===== src/rtl/bdac_pkg.sv =====
// Package for the binary to decimal ASCII converter.
// Holds widths, constants and the controller/datapath command and status types.
// No dependencies.
package bdac_pkg;

  // Field and storage widths.
  localparam int ValueWidth = 32;
  localparam int NumDigits  = 10;
  localparam int BcdWidth   = 4 * NumDigits;
  localparam int CharWidth  = 6;
  localparam int StepWidth  = 5;
  localparam int RemWidth   = 4;

  // ASCII code of the character '0'.
  localparam logic [CharWidth-1:0] AsciiZero = 6'd48;

  // Commands from the controller to the datapath.
  typedef struct packed {
    logic load;   // Capture a new value and clear the BCD register.
    logic step;   // One add-3 and shift step of the conversion.
    logic skip;   // Drop a leading zero digit.
    logic emit;   // Present the top digit and shift it out.
  } bdac_cmd_t;

  // Status from the datapath to the controller.
  typedef struct packed {
    logic step_last;  // The current step is the final conversion step.
    logic top_zero;   // The most significant remaining digit is zero.
    logic rem_one;    // Only one digit remains.
  } bdac_sts_t;

endpackage


===== src/rtl/bdac_datapath.sv =====
// Datapath of the binary to decimal ASCII converter.
// Holds the binary and BCD shift registers and the step and digit counters.
// Depends on bdac_pkg.
module bdac_datapath import bdac_pkg::*; (
  input  logic                  clk_i,
  input  logic [ValueWidth-1:0] value_i,
  input  bdac_cmd_t             cmd_i,
  output bdac_sts_t             sts_o,
  output logic [CharWidth-1:0]  digit_char_o,
  output logic                  last_o
);

  logic [ValueWidth-1:0] bin_q, bin_d;
  logic [BcdWidth-1:0]   bcd_q, bcd_d;
  logic [StepWidth-1:0]  cnt_q, cnt_d;
  logic [RemWidth-1:0]   rem_q, rem_d;
  logic [BcdWidth-1:0]   bcd_adj;

  // Add 3 to every BCD digit that is 5 or more before the shift.
  always_comb begin
    for (int i = 0; i < NumDigits; i++) begin
      if (bcd_q[4*i +: 4] >= 4'd5) begin
        bcd_adj[4*i +: 4] = bcd_q[4*i +: 4] + 4'd3;
      end else begin
        bcd_adj[4*i +: 4] = bcd_q[4*i +: 4];
      end
    end
  end

  // Next values of the shift registers and counters.
  always_comb begin
    bin_d = bin_q;
    bcd_d = bcd_q;
    cnt_d = cnt_q;
    rem_d = rem_q;
    if (cmd_i.load) begin
      bin_d = value_i;
      bcd_d = '0;
      cnt_d = '0;
      rem_d = RemWidth'(NumDigits);
    end else if (cmd_i.step) begin
      bcd_d = {bcd_adj[BcdWidth-2:0], bin_q[ValueWidth-1]};
      bin_d = {bin_q[ValueWidth-2:0], 1'b0};
      cnt_d = cnt_q + 1'b1;
    end else if (cmd_i.skip || cmd_i.emit) begin
      bcd_d = {bcd_q[BcdWidth-5:0], 4'd0};
      rem_d = rem_q - 1'b1;
    end
  end

  // Payload registers, no reset needed.
  always_ff @(posedge clk_i) begin
    bin_q <= bin_d;
    bcd_q <= bcd_d;
    cnt_q <= cnt_d;
    rem_q <= rem_d;
  end

  // Status for the controller.
  assign sts_o.step_last = (cnt_q == {StepWidth{1'b1}});
  assign sts_o.top_zero  = (bcd_q[BcdWidth-1 -: 4] == 4'd0);
  assign sts_o.rem_one   = (rem_q == RemWidth'(1));

  // The top digit as an ASCII character.
  assign digit_char_o = AsciiZero + {2'b00, bcd_q[BcdWidth-1 -: 4]};
  assign last_o       = sts_o.rem_one;

endmodule


===== src/rtl/bdac_ctrl.sv =====
// Controller of the binary to decimal ASCII converter.
// Sequences load, conversion steps, leading zero removal and digit output.
// Depends on bdac_pkg.
module bdac_ctrl import bdac_pkg::*; (
  input  logic      clk_i,
  input  logic      rst_ni,
  input  logic      start_i,
  input  bdac_sts_t sts_i,
  output bdac_cmd_t cmd_o,
  output logic      busy_o
);

  localparam logic [1:0] StIdle = 2'd0;
  localparam logic [1:0] StConv = 2'd1;
  localparam logic [1:0] StTrim = 2'd2;
  localparam logic [1:0] StEmit = 2'd3;

  logic [1:0] state_q, state_d;

  // Next state and commands.
  always_comb begin
    state_d = state_q;
    cmd_o   = '0;
    unique case (state_q)
      StIdle: begin
        if (start_i) begin
          cmd_o.load = 1'b1;
          state_d    = StConv;
        end
      end
      StConv: begin
        cmd_o.step = 1'b1;
        if (sts_i.step_last) begin
          state_d = StTrim;
        end
      end
      StTrim: begin
        // Leading zeros go, but the ones digit always stays.
        if (sts_i.top_zero && !sts_i.rem_one) begin
          cmd_o.skip = 1'b1;
        end else begin
          state_d = StEmit;
        end
      end
      StEmit: begin
        cmd_o.emit = 1'b1;
        if (sts_i.rem_one) begin
          state_d = StIdle;
        end
      end
      default: begin
        state_d = StIdle;
      end
    endcase
  end

  // State register.
  always_ff @(posedge clk_i or negedge rst_ni) begin
    if (!rst_ni) begin
      state_q <= StIdle;
    end else begin
      state_q <= state_d;
    end
  end

  assign busy_o = (state_q != StIdle);

`ifndef SYNTHESIS
  // An accepted item makes the block busy in the next cycle.
  a_start_busy: assert property (@(posedge clk_i) disable iff (!rst_ni)
    (start_i && !busy_o) |=> busy_o)
    else $error("converter not busy after an item was accepted");

  // The final digit of an item returns the block to idle.
  a_last_idle: assert property (@(posedge clk_i) disable iff (!rst_ni)
    (cmd_o.emit && sts_i.rem_one) |=> !busy_o)
    else $error("converter still busy after the final digit");

  // The final conversion step leads to leading zero removal.
  a_conv_trim: assert property (@(posedge clk_i) disable iff (!rst_ni)
    (state_q == StConv && sts_i.step_last) |=> (state_q == StTrim))
    else $error("conversion did not end after the final step");
`endif

endmodule


===== src/rtl/binary_to_decimal_ascii.sv =====
// Top level of the binary to decimal ASCII converter.
// Joins the controller and the datapath. Depends on bdac_pkg, bdac_ctrl and
// bdac_datapath.
//
// Usage: present a 32-bit unsigned value on value_i and raise start_i while
// busy_o is low; the item is taken at that clock edge. The block then emits
// the decimal text of the value, most significant digit first and without
// leading zeros, one ASCII character per cycle on digit_char_o, each marked
// by digit_valid_o for exactly one cycle. last_o is high with the least
// significant digit. Zero gives the single character '0'.
// Sequence: the value is loaded at the accepting edge, then come the 32 steps of
// shift-add-3 conversion, then the trim state drops the leading zeros one by
// one, then the digits are emitted. busy_o stays high for the same time for
// every value; a new item may be started in the cycle after the last digit,
// and no new item is taken before the last one is through. The 32-step
// conversion loop takes most of the time of each item.
// Reset returns the controller to idle; any item in progress is dropped.
// The receiver cannot stall: each character is valid for one cycle only.
module binary_to_decimal_ascii import bdac_pkg::*; (
  input  logic                  clk_i,
  input  logic                  rst_ni,
  input  logic                  start_i,
  output logic                  busy_o,
  input  logic [ValueWidth-1:0] value_i,
  output logic                  digit_valid_o,
  output logic [CharWidth-1:0]  digit_char_o,
  output logic                  last_o
);

  bdac_cmd_t cmd;
  bdac_sts_t sts;
  logic      dp_last;

  // Sequencing.
  bdac_ctrl u_ctrl (
    .clk_i   (clk_i),
    .rst_ni  (rst_ni),
    .start_i (start_i),
    .sts_i   (sts),
    .cmd_o   (cmd),
    .busy_o  (busy_o)
  );

  // Conversion registers.
  bdac_datapath u_datapath (
    .clk_i        (clk_i),
    .value_i      (value_i),
    .cmd_i        (cmd),
    .sts_o        (sts),
    .digit_char_o (digit_char_o),
    .last_o       (dp_last)
  );

  // A character leaves only while the controller emits.
  assign digit_valid_o = cmd.emit;
  assign last_o        = cmd.emit & dp_last;

endmodule


===== config.mk =====
export PLATFORM = sky130hd
export DESIGN_NAME = binary_to_decimal_ascii
export DESIGN_NICKNAME = d
export VERILOG_FILES = /design/src/rtl/bdac_pkg.sv /design/src/rtl/bdac_datapath.sv /design/src/rtl/bdac_ctrl.sv /design/src/rtl/binary_to_decimal_ascii.sv
export SDC_FILE = /design/constraint.sdc
export NUM_CORES = 1
export LEC_CHECK = 0
export ABC_AREA = 1
export BUFFER_PORTS_ARGS = -buffer_cell sky130_fd_sc_hd__buf_2
export CAP_MARGIN = 20
export CORE_MARGIN = 1
export CORE_UTILIZATION = 48
export CTS_CLUSTER_SIZE = 28
export DETAILED_ROUTE_END_ITERATION = 10
export GPL_ROUTABILITY_DRIVEN = 0
export GPL_TIMING_DRIVEN = 1
export PLACE_DENSITY = 0.75
export RECOVER_POWER = 25
export SLEW_MARGIN = 20
export SYNTH_ARGS = -nofsm -noshare
export SYNTH_HDL_FRONTEND = slang
export SYNTH_SLANG_ARGS = --single-unit

===== constraint.sdc =====
create_clock -name clk_i -period 2.6 [get_ports clk_i]
set_input_delay 0.13 -clock clk_i [delete_from_list [all_inputs] [get_ports clk_i]]
set_output_delay 0.13 -clock clk_i [all_outputs]
set_load 0.02 [all_outputs]

==> run_results.csv <==
group,metric,value,unit
cts,cts_tree,"built",
grt,antenna_found_initial,0,
timing,tns,0,ns
worst_setup_path,start_kind,"flop",
timing,setup_violations,0,
logic_synthesis,synth_top_area_share,19.4,%
cts,clkTransAtPathRegs,0.10,ns
power_and_ir_drop,powerDensity,1380,nW/µm²
floorplan,dieArea,11000,µm²
layout,drive_above_1_share,8.39,%
layout,diodes,0,
worst_setup_path,arrival,2.50,ns
routing,routed_wl,10800,µm
floorplan,coreArea,10300,µm²
routing,drt_iter0_drc,295,
timing,rsz0062_at_grt,"no",
grt,grt_pass1_vias,4497,
cts,clock_sinks,83,
placement,pre_cts_slack,0.485,ns
cts,cts_resized,0,
placement,dp_hpwl,6990,µm
grt,grt_max_degree,56,
cts,cts_made_buffers,9,
timing,hold_viol_final,0,
logic_synthesis,avgSynthCellArea,6.89,µm²
floorplan,fp.dieH,105,µm
logic_synthesis,synth_area_leaders,"nand2_1 19%, dfxtp_1 19%, edfxtp_1 19%",
worst_setup_path,path_max_fanout,55,
logic_synthesis,yosysTopAreaCell,"nand2_1",
timing,fmax,452,MHz
floorplan,start_util,49.4,%
timing,clock_skew,0.0125,ns
power_and_ir_drop,ir_worst_vdd,0.000681,V
power_and_ir_drop,power,0.00772,W
run,maxCapViolCount,0,
logic_synthesis,synth.cell_area,5070,µm²
power_and_ir_drop,p_leak,2.81,nW
routing,vias,4722,
floorplan,pin_count,44,
grt,overflow,0,
floorplan,rows,37,
logic_synthesis,yosys_warnings,0,
routing,drt_pass1_iterations,5,
layout,nNetsFinal,835,
cts,htreeDepth,3,
routing,drcViolationCount,0,
hold_path,hold_class,"in2reg",
logic_synthesis,ys_seq_area_share,39.3,%
worst_setup_path,end_kind,"flop",
floorplan,die_w,105,µm
routing,antenna_left,0,
cts,cts_setup_buffers,0,
cts,cts_max_path_buffers,2,
timing,tightest_slew,1.10,ns
grt,track_usage,21.0,%
routing,avgRoutedWirePerCell,11.8,µm
logic_synthesis,synth.distinct_cells,31,
cts,root_buffer,"clkbuf_8",
run_status,status,"finished, final reports clean",
worst_setup_path,criticalPathCategory,"reg2reg",
timing,slew_violations,0,
logic_synthesis,ys_seq_elements,83,
placement,port_buffers,41,
routing,viasPerCell,5.18,
timing,period_share,85.1,%
timing,slew_headroom,26.8,%
timing,finalCriticalPeriod,2.21,ns
timing,worst_slack,0.388,ns
worst_setup_path,required,2.88,ns
cts,hold_buffers,10,
cts,clk_latency,0.38,ns
logic_synthesis,syn_inst,736,
layout,syn_to_final_growth,9.92,%
grt,grt_pass1_wl,19000,µm
==> flip-flops by register name, summed over array words and instances (netlist names) <==
name              cells
u_datapath.cnt_q      5
u_datapath.bcd_q     40
u_ctrl.state_q        2
u_datapath.bin_q     32
u_datapath.rem_q      4
==> power by group <==
part           leakage [nW]  internal (W)  switching (W)
sequential            0.745       0.00219       0.000465
clock                0.0833      0.000360       0.000533
combinational          1.98       0.00143        0.00274
==> synth_stat cells <==
cell type and number:
o211ai_1 3, inv_2 3, o22ai_1 1, nand3b_1 1
a31oi_1 1, and3_1 1, nor3_1 1, a21oi_1 42
clkinv_1 1, inv_1 77, o21ai_0 21, nand3_1 59
dfrtp_1 2, conb_1 1, ha_1 30, buf_4 7
clkbuf_1 15, nand4_1 31, nand2_1 262, buf_1 1
edfxtp_1 32, nand2_2 2, nor2_2 2, nand2_4 1
buf_2 10, o21ai_1 8, nand3_4 1, buf_6 3
dfxtp_1 49, xor2_1 2, nor2_1 66
==> placed cells by master (no fill, tap or decap) <==
| cell type | count |
|---|---|
| inv_6 | 4 |
| nand3_1 | 59 |
| nor2_1 | 67 |
| a21oi_1 | 42 |
| clkinvlp_4 | 3 |
| clkbuf_1 | 7 |
| nand2_2 | 2 |
| ha_1 | 30 |
| inv_1 | 77 |
| clkinv_1 | 1 |
| buf_2 | 34 |
| nand3_4 | 1 |
| and3_1 | 1 |
| dlygate4sd3_1 | 10 |
| buf_4 | 6 |
| edfxtp_1 | 32 |
| xor2_1 | 2 |
| o211ai_1 | 3 |
| nand2_4 | 1 |
| conb_1 | 2 |
| a31oi_1 | 1 |
| nor2_2 | 1 |
| dfrtp_1 | 2 |
| o21ai_0 | 21 |
| nand2_1 | 262 |
| nand4_1 | 31 |
| dfxtp_1 | 49 |
| inv_2 | 3 |
| nor3_1 | 1 |
| o21ai_1 | 8 |
| clkbuf_2 | 1 |
| o22ai_1 | 1 |
| nand3b_1 | 1 |
| clkbuf_8 | 9 |
==> path summary, 6_finish.rpt <==
check | startpoint | to | slack [ns] | cells after the start
max | u_ctrl.state_q[1] | u_datapath.bcd_q[7] | 0.39 | 8
min | value_i[18] | u_datapath.bin_q[18] | 0.006 | 3
max reg2reg | u_ctrl.state_q[1] | u_datapath.bcd_q[7] | 0.39 | 8
min reg2reg | u_datapath.cnt_q[2] | u_datapath.cnt_q[2] | 0.49 | 1
max in group asynchronous | rst_ni | u_ctrl.state_q[0] | 2.41 | 2
min in group asynchronous | rst_ni | u_ctrl.state_q[1] | 0.06 | 2
==> worst max-delay path, cell delays in order (launching register included) <==
cell	delay [ns]
dfrtp_1	0.44
inv_1	0.12
ha_1	0.19
clkbuf_2	0.84
nor2_1	0.17
a31oi_1	0.19
nand2_1	0.07
inv_1	0.06
nor2_1	0.03
==> cells by family after synthesis <==
kind of cell	after synthesis	share of synthesized area, %
and+or+nand+nor	427	35.3
buffers and inverters	117	9.87
DFF	83	39.3
AOI/OAI and AO/OA	76	7.70
adders and majority gates	30	7.40
xor gates and xnor gates	2	0.345
other	1	0.0739
==> through the flow <==
stage	hold WS (ns)	instance area [µm²]	instances	util [%]
after global placement	-0.0852	5310	885	51.7
after CTS	0.000532	5590	911	54.4
final	0.00622	5580	911	54.2
after global routing	0.000881	5580	911	54.2
after floorplan	-0.166	5080	737	-
after detailed placement	-0.0799	5310	885	51.7
==> routing by layer <==
layer	routed length [µm]	GRT usage, %
met1	4930	25.3
met2	5120	36.0
met3	502	4.18
met4	223	9.76
met5	0	0
==> cell type report <==
type	count	area, µm²
Multi-Input combinational cell	537	2580
Clock buffer	9	124
Inverter	81	304
Fill cell	1004	4700
Timing Repair Buffer	58	347
Tap cell	136	170
Sequential cell	83	1990
Clock inverter	7	57.6
No activity file was read; power rests on OpenSTA's default activity.
